===== config.mk =====
export PLATFORM = sky130hd
export DESIGN_NAME = c3f_fifo
export DESIGN_NICKNAME = d
export VERILOG_FILES = /design/src/sv/conv3x3_clamped_filter_core_defines.svh /design/src/sv/c3f_fifo.sv
export SDC_FILE = /design/constraint.sdc
export NUM_CORES = 1
export LEC_CHECK = 0
export ABC_AREA = 0
export BUFFER_PORTS_ARGS = -buffer_cell sky130_fd_sc_hd__buf_4
export CORE_ASPECT_RATIO = 0.9
export CORE_UTILIZATION = 44
export DETAILED_ROUTE_END_ITERATION = 10
export SLEW_MARGIN = 20
export SYNTH_ARGS = -nofsm -noshare
export SYNTH_HDL_FRONTEND = slang
export SYNTH_SLANG_ARGS = --single-unit

===== constraint.sdc =====
create_clock -name clk -period 2.75 [get_ports clk]
set_input_delay 0.275 -clock clk [delete_from_list [all_inputs] [get_ports clk]]
set_output_delay 0.275 -clock clk [all_outputs]
set_load 0.02 [all_outputs]

===== src/sv/conv3x3_clamped_filter_core_defines.svh =====
// assertion macros shared by the filter core
`ifndef CONV3X3_CLAMPED_FILTER_CORE_DEFINES_SVH
`define CONV3X3_CLAMPED_FILTER_CORE_DEFINES_SVH

// same-cycle implication, checked out of reset
`define C3F_ASSERT_IMPLIES(label, ante, cons, msg) \
  label: assert property (@(posedge clk) disable iff (rst) (ante) |-> (cons)) \
    else $error(msg);

// next-cycle implication, checked out of reset
`define C3F_ASSERT_NEXT(label, ante, cons, msg) \
  label: assert property (@(posedge clk) disable iff (rst) (ante) |=> (cons)) \
    else $error(msg);

`endif


===== src/sv/c3f_fifo.sv =====
// small register queue with show-ahead output
module c3f_fifo #(
  parameter int WIDTH = 8,
  parameter int DEPTH = 4
) (
  input  logic                       clk,
  input  logic                       rst,
  input  logic                       push,
  input  logic [WIDTH-1:0]           din,
  input  logic                       pop,
  output logic [WIDTH-1:0]           dout,
  output logic                       full,
  output logic                       empty,
  output logic [$clog2(DEPTH+1)-1:0] count
);

  localparam int AW = (DEPTH > 1) ? $clog2(DEPTH) : 1;
  localparam int CNTW = $clog2(DEPTH + 1);

  logic [WIDTH-1:0] mem [DEPTH];
  logic [AW-1:0]    wr_ptr;
  logic [AW-1:0]    rd_ptr;
  logic             do_push;
  logic             do_pop;

  assign full    = (count == CNTW'(DEPTH));
  assign empty   = (count == '0);
  assign do_push = push && !full;
  assign do_pop  = pop && !empty;
  assign dout    = mem[rd_ptr];

  always_ff @(posedge clk) begin
    if (rst) begin
      wr_ptr <= '0;
      rd_ptr <= '0;
      count  <= '0;
    end else begin
      if (do_push) begin
        wr_ptr <= (wr_ptr == AW'(DEPTH - 1)) ? '0 : wr_ptr + AW'(1);
      end
      if (do_pop) begin
        rd_ptr <= (rd_ptr == AW'(DEPTH - 1)) ? '0 : rd_ptr + AW'(1);
      end
      if (do_push && !do_pop) begin
        count <= count + CNTW'(1);
      end else if (do_pop && !do_push) begin
        count <= count - CNTW'(1);
      end
    end
  end

  always_ff @(posedge clk) begin
    if (do_push) begin
      mem[wr_ptr] <= din;
    end
  end

endmodule


# After elaboration in Yosys (flattened, before gate mapping)
# Memory sizes are Yosys's and may differ from the RTL's. A register that Yosys moved wholly into a read port is not among the register bits.
# Index checks and enable logic that the tools add are counted.
[classes]
n_reduce_logical = 10
addsub = 4
n_eq_ne = 3
muxes = 8
[op_table]
columns = ["cell", "count"]
rows = [
  ["$mux W2", 4],
  ["$mux W3", 2],
  ["$add A2 B1 Y2 const B", 2],
  ["$eq A2 B2 Y1 const B", 2],
  ["$logic_and A1 B1 Y1", 4],
  ["$logic_not A1 Y1", 4],
  ["$add A3 B1 Y3 const B", 1],
  ["$eq A3 B3 Y1 const B", 1],
  ["$logic_not A3 Y1", 1],
  ["$sub A3 B1 Y3 const B", 1],
  ["$mux W1", 2],
  ["$reduce_bool A2 Y1", 1],
]
[word_totals]
word_cells = 29
ram_bits = 32
n_memories = 1
inputBits = 12
output_inout_bits = 13
ff_bits = 7
[memory_table]
columns = ["name", "words", "word_bits", "read_ports", "rd_clocked_by_memory_dff", "wr", "line_no", "source"]
rows = [
  ["mem", 4, 8, 1, 1, 1, "c3f_fifo.sv:20", "logic [WIDTH-1:0] mem [DEPTH];"],
]

# Longest topological paths before layout
[logic_depth]
depth_word = 7
depth_mapped = 10
depth_no_buf = 9

# Worst setup path after synthesis
# No wires, ideal clock.
[synth_timing]
path_type = "register to register"
from = "register count[0]"
to = "register count[2]"
path_buffers = 1
setup_ns = 0.070
synth_period_minus_slack_ns = 2.225
path_stages_with_launch = 11
required_ns = 2.680
arrival_ns = 2.154
setup_slack_ns = 0.525
path_cell_list = "dfxtp_1 -> or3b_1 -> buf_6 -> clkinv_8 -> nor2_4 -> ha_1 -> inv_1 -> fa_1 -> xor2_1 -> or3_1 -> a21oi_1"
[synth_via]
elab_chain_cells = 6
word_cells_on_any_way = 15
classes_between = "add/sub (2); eq/ne (1); mux (2); reduce/logical (10)"
[synth_lines]
columns = ["item", "line_no", "source"]
rows = [
  ["start: declaration", "c3f_fifo.sv:14", "output logic [$clog2(DEPTH+1)-1:0] count"],
  ["start signal: assignment", "c3f_fifo.sv:45", "count <= count + CNTW'(1);"],
  ["start signal: assignment", "c3f_fifo.sv:47", "count <= count - CNTW'(1);"],
  ["$eq A3 B3 Y1 *", "c3f_fifo.sv:26", "assign full = (count == CNTW'(DEPTH));"],
  ["named net full", "c3f_fifo.sv:12", "output logic full,"],
  ["$logic_not A1 Y1 *", "c3f_fifo.sv:28", "assign do_push = push && !full;"],
  ["$logic_and A1 B1 Y1 *", "c3f_fifo.sv:28", ""],
  ["named net do_push", "c3f_fifo.sv:23", "logic do_push;"],
  ["$logic_not A1 Y1", "c3f_fifo.sv:46", "end else if (do_pop && !do_push) begin"],
  ["$logic_and A1 B1 Y1", "c3f_fifo.sv:46", ""],
  ["$reduce_bool A2 Y1 (no source line)", "n/a", ""],
]
# Mark *: on every way through the listed nets, which the timed path passes. The rest lies on a longest branch. The select of a mux whose other input is x is not followed.
# A chain may end at the register's enable or synchronous reset.

# Worst setup path after layout
[layout_timing]
from = "register count[0]"
to = "register count[2]"
[layout_via]
elab_chain_cells = 6
word_cells_on_any_way = 15
classes_between = "add/sub (2); eq/ne (1); mux (2); reduce/logical (10)"
[layout_lines]
columns = ["item", "line_no"]
rows = [
  ["$eq A3 B3 Y1 *", "c3f_fifo.sv:26"],
  ["$logic_not A1 Y1 *", "c3f_fifo.sv:28"],
  ["$logic_and A1 B1 Y1 *", "c3f_fifo.sv:28"],
  ["named net do_push", "c3f_fifo.sv:23"],
  ["$logic_not A1 Y1", "c3f_fifo.sv:46"],
  ["$logic_and A1 B1 Y1", "c3f_fifo.sv:46"],
  ["$reduce_bool A2 Y1 (no source line)", "n/a"],
]
# Marked as above.

==> key figures <==
Clock network
  • CTS clock-pin slew for the worst setup and hold paths: 0.08 ns
  • Clk sink count: 41
  • Max clock buf depth: 2
  • H-tree levels: 2
  • Hold Buf Count CTS: 0
  • Clock Latency Late Sink: 0.29 ns
  • Post-CTS Repair Setup Buffers: 0
  • Root buffer cell: clkbuf_8
  • TritonCTS clock tree: yes
  • TritonCTS Buffers: 5
  • PostCTS Resize Cnt: 0

Detailed routing
  • TritonRoute pass-1 iters: 4
  • Vias post-DR: 846
  • Wirelength per Cell: 15.77 um
  • # DRC: 0
  • Total Wirelength: 2586 um
  • Via/cell ratio: 5.159
  • Iter 0 DRT Violations: 43
  • Antenna-violating nets left: 0

Logic synthesis
  • Synth top area share: 0.5757
  • Multiplexer area fraction after synthesis: 0.1199
  • Cell taking the most area after synthesis: edfxtp_1
  • Mean Syn Cell Area: 18.14 um^2
  • Async SR Flop Fraction: 0
  • Xor-xnor portion of the synthesized cell area: 0.01049
  • Synth area leaders: edfxtp_1, dfxtp_1, mux4_2
  • Synth warnings: 0
  • Synth Area in Compound Gates: 0.03223
  • Post-synth EDFFs: 32
  • Post-synthesis simple-gate area fraction: 0.05547
  • Synth Area in Adders: 0.05697
  • Mapped Area: 1669 um^2
  • Post-Syn Nets: 111
  • Yosys cell types: 27
  • Mapped Cells: 92
  • Most frequent cell after synthesis: edfxtp_1
  • Synthesis-stage register bit count: 41
  • Largest family of logic cells by synthesized area: multiplexers
  • Ys flop type: edfxtp_1
  • Post-synth top cells: edfxtp_1, dfxtp_1, mux4_2
  • Sequential element share of the synthesized area: 0.6837

Worst setup path
  • CP max stage delay: 0.47 ns
  • CP Buf/Inv Count: 2
  • Setup CP Type: reg -> reg
  • Critical Path Sink Type: flip-flop
  • Worst reg-to-reg setup slack: 0.45 ns
  • Worst Path Required: 2.97 ns
  • CP Cell Sequence: or3b_1 > clkinv_8 > nor2_4 > ha_1 > inv_1 > fa_1 > xor2_1 > or3_1 > a21oi_1
  • Crit path DAT: 2.52 ns
  • Critical Path Source Type: flip-flop
  • Crit path max-delay cell type: dfxtp_1
  • CP delay by family, top: simple AND/OR/NAND/NOR gates
  • Crit Path Max Fanout: 7

Job
  • Max_cap viols: 0

Worst hold path
  • Worst hold-check path type: in -> reg

GRT
  • Pin count of the biggest net entering global routing: 13
  • Antenna violations before repair: 0
  • GRT Total Usage: 0.1534
  • First-pass GRT wire length: 4222 um
  • Number of global-route vias before repair: 875
  • Overflow after GRT: 0

Power
  • Logic pwr share: 0.303
  • Peak supply drop: 0.3750 mV
  • Switching share of power: 0.3123
  • Cell Pwr Density: 877.6 nW/um^2
  • Leakage: 0.0007353 uW
  • NetSw: 537.7 uW
  • Internal: 1184 uW
  • Clk pwr share: 0.212
  • Sequential Power Share: 0.485

Placement
  • Gpl congestion: 0.7957
  • Post-DP HPWL: 1771 um
  • Placed inst area: 1881 um^2
  • Port bufs: 24

STA
  • Slew of the pin with the lowest slew margin: 0.5641 ns
  • Final Max Tran Viols: 0
  • Max_slew headroom: 0.6234
  • Setup clock skew after layout: 0.004117 ns
  • Finish-stage setup viols: 0
  • Fmax: 435.2 MHz
  • RSZ-0062 raised after global routing: false
  • Final hold violations: 0
  • Fin Setup TNS: 0 ns
  • Min Tclk post-route: 2.298 ns
  • Tcrit/Tclk final: 0.8356

Cells and area
  • Share of cells above drive strength 1: 0.3667
  • Nets: 138
  • FILL cells: 289
  • # diodes: 0
  • Final instance area: 1962 um^2
  • Layout area overhead: 17.54%

Floorplanning
  • Row count: 20
  • Core area: 3503 um^2
  • I/O pins: 25
  • Die X-Extent: 66.92 um
  • Initial core utilization: 0.4764
  • Chip Height: 60.43 um
  • Die area: 4044 um^2

Run status
  • Status: completed
[layout by cell type (no fill, tap or decap), types with 2 or more instances in the layout]
cell type | synthesis | routed
edfxtp_1 | 32 | 32
o31ai_2 | 2 | 2
clkbuf_8 | 0 | 5
nor3_1 | 2 | 2
or3_1 | 2 | 2
inv_1 | 3 | 3
and3_1 | 4 | 4
a21oi_1 | 2 | 2
nand3_1 | 2 | 2
dfxtp_1 | 9 | 9
mux4_2 | 8 | 8
mux2i_1 | 2 | 2
xor2_1 | 2 | 2
buf_4 | 0 | 24
nor2_1 | 3 | 3
clkinv_1 | 0 | 2
ha_1 | 6 | 6
[path summary, 6_finish.rpt]
kind,startpoint,end,cells past startpoint
worst min-delay path,din[3],mem[2][3]$_DFFE_PP_,1
worst max register to register,count[0]$_SDFFE_PP0P_,count[2]$_SDFFE_PP0P_,9
worst min register to register,rd_ptr[0]$_SDFFE_PP0P_,flip-flop,2
worst max-delay path,count[0]$_SDFFE_PP0P_,count[2]$_SDFFE_PP0P_,9
[area by class of cell]
type | instances | area (um^2) | share of cell area
flip-flops and latches | 41 | 1141 | 0.5816
well taps | 44 | 55.05 | 0.02806
clock buffers | 5 | 68.82 | 0.03508
repair buffers | 24 | 180.2 | 0.09184
clock inverters | 3 | 12.51 | 0.006378
multi-input cells | 42 | 459.2 | 0.2341
inverters | 5 | 45.04 | 0.02296
[metal layers]
metal / up-vias / part of all wire / global-route usage
met5: - / 0 / 0
met4: 0 / 0.0062 / 0.04559
met3: 2 / 0.045 / 0.06391
met2: 19 / 0.49 / 0.2540
met1: 421 / 0.46 / 0.1855
li1: 404 / - / -
[state kept, by name, summed over array words and instances, names as in the netlist, named ones only]
| name | cells |
|---|---|
| count | 3 |
| wr_ptr | 2 |
| mem | 32 |
| rd_ptr | 2 |
[through the flow]
stage,util,instances,setup slack (ns),total power (uW),hold slack [ns]
final,0.5600,164,0.4522,1722,0.1858
after global routing,0.5600,164,0.2479,1825,0.1766
after CTS,0.5600,164,0.4161,1745,0.1784
after detailed placement,0.5368,156,0.4589,1380,0.4778
after global placement,0.5368,156,0.4966,1367,0.4754
after floorplan,-,92,0.5252,1196,0.3739
[cell families (layout without fill, tap and decap cells)]
group | count (synthesis) | in the layout
buffers and inverters | 9 | 37
AND/OR/NAND/NOR | 16 | 16
adder cells (fa/ha/maj) | 7 | 7
multiplexers | 10 | 10
flip-flops | 41 | 41
XOR/XNOR | 2 | 2
AO/OA/AOI/OAI | 7 | 7
[worst reg2reg max path: stages, from the launching register on]
cell,delay (ns)
dfxtp_1,0.47
or3b_1,0.37
clkinv_8,0.08
nor2_4,0.10
ha_1,0.19
inv_1,0.06
fa_1,0.37
xor2_1,0.16
or3_1,0.30
a21oi_1,0.14
[power groups by stage]
stage	Clock, uW	Combinational (uW)	Sequential (uW)
floorplan	0	371	825
global placement	0	520	847
detailed placement	0	526	854
CTS	372	531	841
global route	401	573	852
finish	365	521	835
No activity file was read; power rests on OpenSTA's default activity.
